$ cat config.mk
export PLATFORM = sky130hd
export DESIGN_NAME = pidc_ctrl
export DESIGN_NICKNAME = d
export VERILOG_FILES = /design/src/pidc_pkg.sv /design/src/pidc_ctrl.sv
export VERILOG_INCLUDE_DIRS = /design/src /design/src/src
export SDC_FILE = /design/constraint.sdc
export NUM_CORES = 1
export LEC_CHECK = 0
export ABC_AREA = 1
export BUFFER_PORTS_ARGS = -buffer_cell sky130_fd_sc_hd__buf_4
export CORE_AREA = 2 2 39 41
export CTS_BUF_LIST = sky130_fd_sc_hd__clkbuf_4
export DETAILED_ROUTE_END_ITERATION = 12
export DIE_AREA = 0 0 41 43
export MAX_ROUTING_LAYER = met4
export RECOVER_POWER = 50
export SYNTH_ARGS = -nofsm -noshare
export SYNTH_HDL_FRONTEND = slang
export SYNTH_SLANG_ARGS = --single-unit
$ cat constraint.sdc
create_clock -name clk -period 2.1 [get_ports clk]
set_clock_uncertainty 0.1 [all_clocks]
set_input_delay 0.21 -clock clk [delete_from_list [all_inputs] [get_ports clk]]
set_output_delay 0.21 -clock clk [all_outputs]
set_load 0.01 [all_outputs]
$ cat src/assert_macros.svh
// Assertion macros shared by the pid step core modules.
// Depends on nothing; included by files that carry concurrent assertions.
`ifndef ASSERT_MACROS_SVH
`define ASSERT_MACROS_SVH
// check that antecedent implies consequent on the same edge
`define CHK_IMPL(lbl, clk, rstn, ante, cons) \
    lbl: assert property (@(posedge clk) disable iff (!rstn) (ante) |-> (cons)) \
        else $error("assertion failed");
// check that antecedent implies consequent on the next edge
`define CHK_NEXT(lbl, clk, rstn, ante, cons) \
    lbl: assert property (@(posedge clk) disable iff (!rstn) (ante) |=> (cons)) \
        else $error("assertion failed");
`endif

$ cat src/pidc_pkg.sv
// Package for the pid step core: payload structs, register indexes, constants.
// Used by every module of the block; depends on nothing.
package pidc_pkg;

    localparam int FRAC_BITS = 16;
    localparam int DIV_BITS  = 64;
    localparam logic [32:0] DZ_POS = 33'(((64'd1 << FRAC_BITS) + 64'd5000) / 64'd10000);
    localparam logic [32:0] DZ_INC = 33'(((64'd5 << FRAC_BITS) + 64'd5000) / 64'd10000);

    localparam logic [2:0] REG_GAIN_P  = 3'd0;
    localparam logic [2:0] REG_GAIN_I  = 3'd1;
    localparam logic [2:0] REG_GAIN_D  = 3'd2;
    localparam logic [2:0] REG_DRV_MAX = 3'd3;
    localparam logic [2:0] REG_DRV_MIN = 3'd4;
    localparam logic [2:0] REG_INT_LIM = 3'd5;
    localparam logic [2:0] REG_SEP_THR = 3'd6;
    localparam logic [2:0] REG_MODE    = 3'd7;

    localparam logic OP_STEP  = 1'b0;
    localparam logic OP_CLEAR = 1'b1;

    typedef struct packed {
        logic               op;
        logic signed [31:0] measured;
        logic signed [31:0] setpoint;
    } in_word_t;

    typedef struct packed {
        logic signed [31:0] drive;
        logic               limited;
    } out_word_t;

    typedef struct packed {
        logic signed [31:0] gain_p;
        logic signed [31:0] gain_i;
        logic signed [31:0] gain_d;
        logic signed [31:0] drive_max;
        logic signed [31:0] drive_min;
        logic [30:0]        integral_limit;
        logic [30:0]        separation_threshold;
        logic [2:0]         loop_mode;
    } cfg_t;

    // datapath commands, one per step of the sequence
    typedef enum logic [3:0] {
        CMD_NONE,
        CMD_LOAD,
        CMD_CLEAR,
        CMD_MUL_P,
        CMD_MUL_D,
        CMD_MUL_I,
        CMD_WEIGHT,
        CMD_DIV_INIT,
        CMD_DIV_STEP,
        CMD_DIV_DONE,
        CMD_SUM,
        CMD_CLAMP,
        CMD_STORE
    } cmd_t;

    typedef struct packed {
        cmd_t cmd;
    } dp_ctl_t;

    typedef struct packed {
        logic div_needed;
        logic div_last;
    } dp_sts_t;

    // saturate a sign/magnitude value (65-bit magnitude) to 32 bits
    function automatic logic signed [31:0] signed_from(input logic [64:0] m, input logic neg);
        logic signed [31:0] r;
        if (neg) begin
            if (m > 65'h80000000)
                r = 32'sh80000000;
            else
                r = 32'(-$signed({1'b0, m[31:0]}));
        end
        else begin
            if (m > 65'h7FFFFFFF)
                r = 32'sh7FFFFFFF;
            else
                r = $signed(m[31:0]);
        end
        return r;
    endfunction

    function automatic logic signed [31:0] sat32(input logic signed [35:0] v);
        logic signed [31:0] r;
        if (v > 36'sh07FFFFFFF)
            r = 32'sh7FFFFFFF;
        else if (v < -36'sh080000000)
            r = 32'sh80000000;
        else
            r = v[31:0];
        return r;
    endfunction

endpackage

$ cat src/pidc_ctrl.sv
// Sequencer of the pid step core: handshakes and issues datapath commands.
// Depends on pidc_pkg and assert_macros.svh.
`include "assert_macros.svh"
module pidc_ctrl (
    input  logic                 clk,
    input  logic                 rst_n,
    input  logic                 in_valid,
    output logic                 in_ready,
    input  logic                 in_op,
    output logic                 out_valid,
    input  logic                 out_ready,
    input  pidc_pkg::dp_sts_t    sts,
    output pidc_pkg::dp_ctl_t    ctl
);

    typedef enum logic [3:0] {
        S_IDLE, S_MUL_P, S_MUL_D, S_MUL_I, S_WEIGHT, S_DIV_INIT, S_DIV,
        S_DIV_DONE, S_SUM, S_CLAMP, S_STORE
    } state_t;

    state_t state_reg, state_next;
    logic   out_valid_reg, out_valid_next;
    logic   accept;

    // a new word may enter once the previous result has left or leaves now
    assign in_ready  = (state_reg == S_IDLE) && (!out_valid_reg || out_ready);
    assign accept    = in_valid && in_ready;
    assign out_valid = out_valid_reg;

    always_comb
    begin
        state_next     = state_reg;
        out_valid_next = out_valid_reg && !out_ready;
        ctl.cmd        = pidc_pkg::CMD_NONE;
        case (state_reg)
            S_IDLE:
                if (accept)
                begin
                    if (in_op == pidc_pkg::OP_CLEAR)
                    begin
                        ctl.cmd        = pidc_pkg::CMD_CLEAR;
                        out_valid_next = 1'b1;
                    end
                    else
                    begin
                        ctl.cmd    = pidc_pkg::CMD_LOAD;
                        state_next = S_MUL_P;
                    end
                end
            S_MUL_P:
            begin
                ctl.cmd    = pidc_pkg::CMD_MUL_P;
                state_next = S_MUL_D;
            end
            S_MUL_D:
            begin
                ctl.cmd    = pidc_pkg::CMD_MUL_D;
                state_next = S_MUL_I;
            end
            S_MUL_I:
            begin
                ctl.cmd    = pidc_pkg::CMD_MUL_I;
                state_next = S_WEIGHT;
            end
            S_WEIGHT:
            begin
                ctl.cmd    = pidc_pkg::CMD_WEIGHT;
                state_next = sts.div_needed ? S_DIV_INIT : S_SUM;
            end
            S_DIV_INIT:
            begin
                ctl.cmd    = pidc_pkg::CMD_DIV_INIT;
                state_next = S_DIV;
            end
            S_DIV:
            begin
                ctl.cmd = pidc_pkg::CMD_DIV_STEP;
                if (sts.div_last)
                    state_next = S_DIV_DONE;
            end
            S_DIV_DONE:
            begin
                ctl.cmd    = pidc_pkg::CMD_DIV_DONE;
                state_next = S_SUM;
            end
            S_SUM:
            begin
                ctl.cmd    = pidc_pkg::CMD_SUM;
                state_next = S_CLAMP;
            end
            S_CLAMP:
            begin
                ctl.cmd    = pidc_pkg::CMD_CLAMP;
                state_next = S_STORE;
            end
            S_STORE:
            begin
                ctl.cmd        = pidc_pkg::CMD_STORE;
                out_valid_next = 1'b1;
                state_next     = S_IDLE;
            end
            default:
                state_next = S_IDLE;
        endcase
    end

    always_ff @(posedge clk or negedge rst_n)
    begin
        if (!rst_n)
        begin
            state_reg     <= S_IDLE;
            out_valid_reg <= 1'b0;
        end
        else
        begin
            state_reg     <= state_next;
            out_valid_reg <= out_valid_next;
        end
    end

    `CHK_IMPL(a_busy_no_accept, clk, rst_n, state_reg != S_IDLE, !in_ready)
    `CHK_NEXT(a_store_valid, clk, rst_n, state_reg == S_STORE, out_valid_reg)
    `CHK_IMPL(a_store_free, clk, rst_n, state_reg == S_STORE, !out_valid_reg)

endmodule

==> impl_summary.log <==
[metrics] number of filler cells placed in the layout: 159
[metrics] synthesis-to-finish area growth: 36.96%
[metrics] worst-margin pin slew: 0.2886 ns
[metrics] CORE AREA: 1384 um2
[metrics] clock tree from TritonCTS: yes
[metrics] detailed-routing iteration count for the pre-antenna-repair pass: 4
[metrics] Max FO, Critical Path: 6
[metrics] sequential-to-total area share from yosys stat: 0.3300
[metrics] dpl hpwl: 738.5 um
[metrics] Synth area leaders: dfrtp_1 (33%), nand2_1 (16%), nor2_1 (11%)
[metrics] I/O pin total: 13
[metrics] Worst Setup End Kind: output port
[metrics] Antenna Cells: 0
[metrics] horizontal die dimension: 41 um
[metrics] average wire length per cell after detail routing: 9.128 um
[metrics] drt initial violations: 7
[metrics] number of synthesized register bits: 5
[metrics] instance count after placement with tap cells included: 89
[metrics] TritonCTS Sinks: 5
[metrics] mean post-synth cell area: 6.215 um2
[metrics] Startpoint Class: register
[metrics] post_cts resized: 0
[metrics] maximum root-to-sink buffer count: 2
[metrics] max-slew violation total from the final report: 0
[metrics] synthesized cell area: 379.1 um2
[metrics] Skew-Pair Late Insertion Delay: 0.24 ns
[metrics] GRT Util Overall: 0.1288
[metrics] setup TNS after final layout: 0 ns
[metrics] origin of the worst setup path: state_reg[1]
[metrics] end point of the critical path: ctl[1]
[metrics] required time reported for the critical path endpoint: 1.79 ns
[metrics] Syn Inst Count: 61
[metrics] VDD IR-drop max: 0.5498 mV
[metrics] critical register-to-register path startpoint: state_reg[3]
[metrics] Mapped Nets: 68
[metrics] Inserted Clock Buffers: 3
[metrics] CP bufs+invs: 1
[metrics] share of post-route cells with drive strength above 1: 0.2692
[metrics] warning count from the yosys run: 0
[metrics] Setup CP Type: register to output port
[metrics] routability cong.: 0.8560
[metrics] via-per-instance ratio: 4.543
[metrics] endpoint of the lowest-slack register-to-register path: state_reg[0]
[metrics] chip height: 43 um
[metrics] Power per Cell Area: 1538 nW/um2
[metrics] count of maximum capacitance violations: 0
[metrics] count of different cell masters after synthesis: 18
[metrics] ordered cell list for the critical path: nor2_2 > nand2_1 > nor3_2 > nand2_1 > nand3_1 > buf_4
[metrics] leak pwr: 0.2764 nW
[metrics] flop2flop setup slack: 0.86 ns
[metrics] highest cell delay on the worst timing path: 0.44 ns
[metrics] min Tclk post-route: 1.709 ns
[metrics] setup-violating endpoint count in the final report: 0
[metrics] Yosys top cell by area: dfrtp_1
[metrics] cell at the slowest stage of the critical path: dfrtp_1
[metrics] maximum clock rate: 585.0 MHz
[metrics] HP Class: input pin to register
[metrics] Fin. Hold Viols: 0
[metrics] number of global-route vias before repair: 399
[metrics] initial core utilization: 0.2740
[metrics] Std-Cell Rows: 14
[metrics] master cell of the clock root buffer: clkbuf_4
[metrics] filler-free cell count of the finished design: 94
[metrics] share of Yosys cell area claimed by the top area cell type: 0.3300
[metrics] gate family responsible for the most delay along the worst path: simple AND/OR/NAND/NOR gates
[metrics] tightest hold margin: 0.1301 ns
[metrics] # port buffers: 12
[metrics] total gr overflow: 0
[metrics] total routed wirelength: 858 um
[metrics] outcome: complete, no violations
[metrics] unrepaired setup endpoints after global routing: false
[metrics] nets@finish: 86
[metrics] most numerous cell on the critical path: nand2_1
[metrics] maximum number of pins on one net before global-route repair: 8
[metrics] final critical-path share of the clock period: 0.8140
[metrics] number of antenna violations at the first check in global routing: 0
[metrics] Die ar.: 1763 um2
[metrics] data arrival time of the worst path: 1.40 ns
[metrics] total vias in the final route: 427
[metrics] most common cell after layout, fill and taps aside: nand2_1
[metrics] Rel. slew slack: 0.8069
[metrics] cell count of the worst reg-to-reg path: 6
[metrics] commonest cells after routing, fill and taps aside: nand2_1 (16), nor2_1 (11), buf_4 (10)
[metrics] wire length of the first global-routing pass: 1518 um
[metrics] path length in cells of the critical path: 6
[metrics] register clock-pin slew on the reported worst setup and hold paths: 0.05 ns
[metrics] level count of the clock H-tree: 1
[metrics] drc violations: 0
[metrics] final core area utilization: 0.3752
[metrics] max reg flops: 4
[metrics] remaining antenna violation count: 0
## through the flow
| step | cell area [um2] | total power, W | setup WS, ns |
|---|---|---|---|
| after global placement | 489.2 | 0.0007057 | 0.6687 |
| final | 519.2 | 0.0007984 | 0.3906 |
| after detailed placement | 489.2 | 0.0007011 | 0.6445 |
| after CTS | 526.8 | 0.0008147 | 0.3805 |
| after floorplan | 379.1 | 0.0005168 | 0.8101 |
| after global routing | 519.2 | 0.0008904 | 0.2196 |
## worst min-delay path by stage
stage	from	to	slack (ns)	cells after the start
after floorplan	rst_n	out_valid	-0.19	0
after global placement	rst_n	out_valid	-0.09	1
after detailed placement	rst_n	out_valid	-0.09	1
after CTS	in_op	out_valid	0.12	3
after global routing	sts[1]	state_reg[3]	0.13	2
final	in_op	out_valid	0.13	3
## worst reg2reg max path: stages (launching register included)
cell and delay, ns:
dfrtp_1 0.45, inv_1 0.15, nand2_1 0.07, nor2_1 0.15, o21ai_1 0.09, nand3_1 0.08
nor2_1 0.04
## cell usage after synthesis
library cell  number
nor3_2             1
o221ai_1           1
o21ai_0            5
clkinv_1           1
nand3_1            2
nor2_2             1
a211oi_1           1
nor3_1             1
dfrtp_1            5
inv_2              4
o22ai_1            1
a21oi_1            2
nor2_4             1
inv_1              6
nor2_1            11
o21ai_1            1
nand2_2            1
nand2_1           16
## logic make-up after synthesis
logic type,count (synthesis),share of synthesized area
and+or+nand+nor,34,0.3961
AOI/OAI and AO/OA,11,0.1650
buffers and inverters,11,0.1089
DFF,5,0.3300
## per-layer routing
layer  vias to the layer above  track usage  wire [um]
met1                       187       0.1523        370
met3                         2      0.03665         34
met5                         -            -          0
met4                         0      0.08000         19
met2                        11       0.1844        434
li1                        227            -          -
## where the power goes
part	internal, W	switching, W
Combinational	0.000206	0.000283
Clock	0.0000688	0.0000380
Sequential	0.000142	0.0000617
Total	0.000416	0.000382
## timing repair
item                                   4_1_cts  5_1_grt
hold buffers                                 1        0
buffers inserted                             0        0
endpoints found under the hold margin        5        0
## final cells by class
type,count,area [um2],share of cell area
clock buffers,3,22.52,0.04337
clock inverters,1,5.005,0.009639
inverters,11,41.29,0.07952
multi-input cells,45,212.7,0.4096
flip-flops and latches,5,125.1,0.2410
well taps,16,20.02,0.03855
repair buffers,13,92.59,0.1783
(Power assumes the default switching activity.)
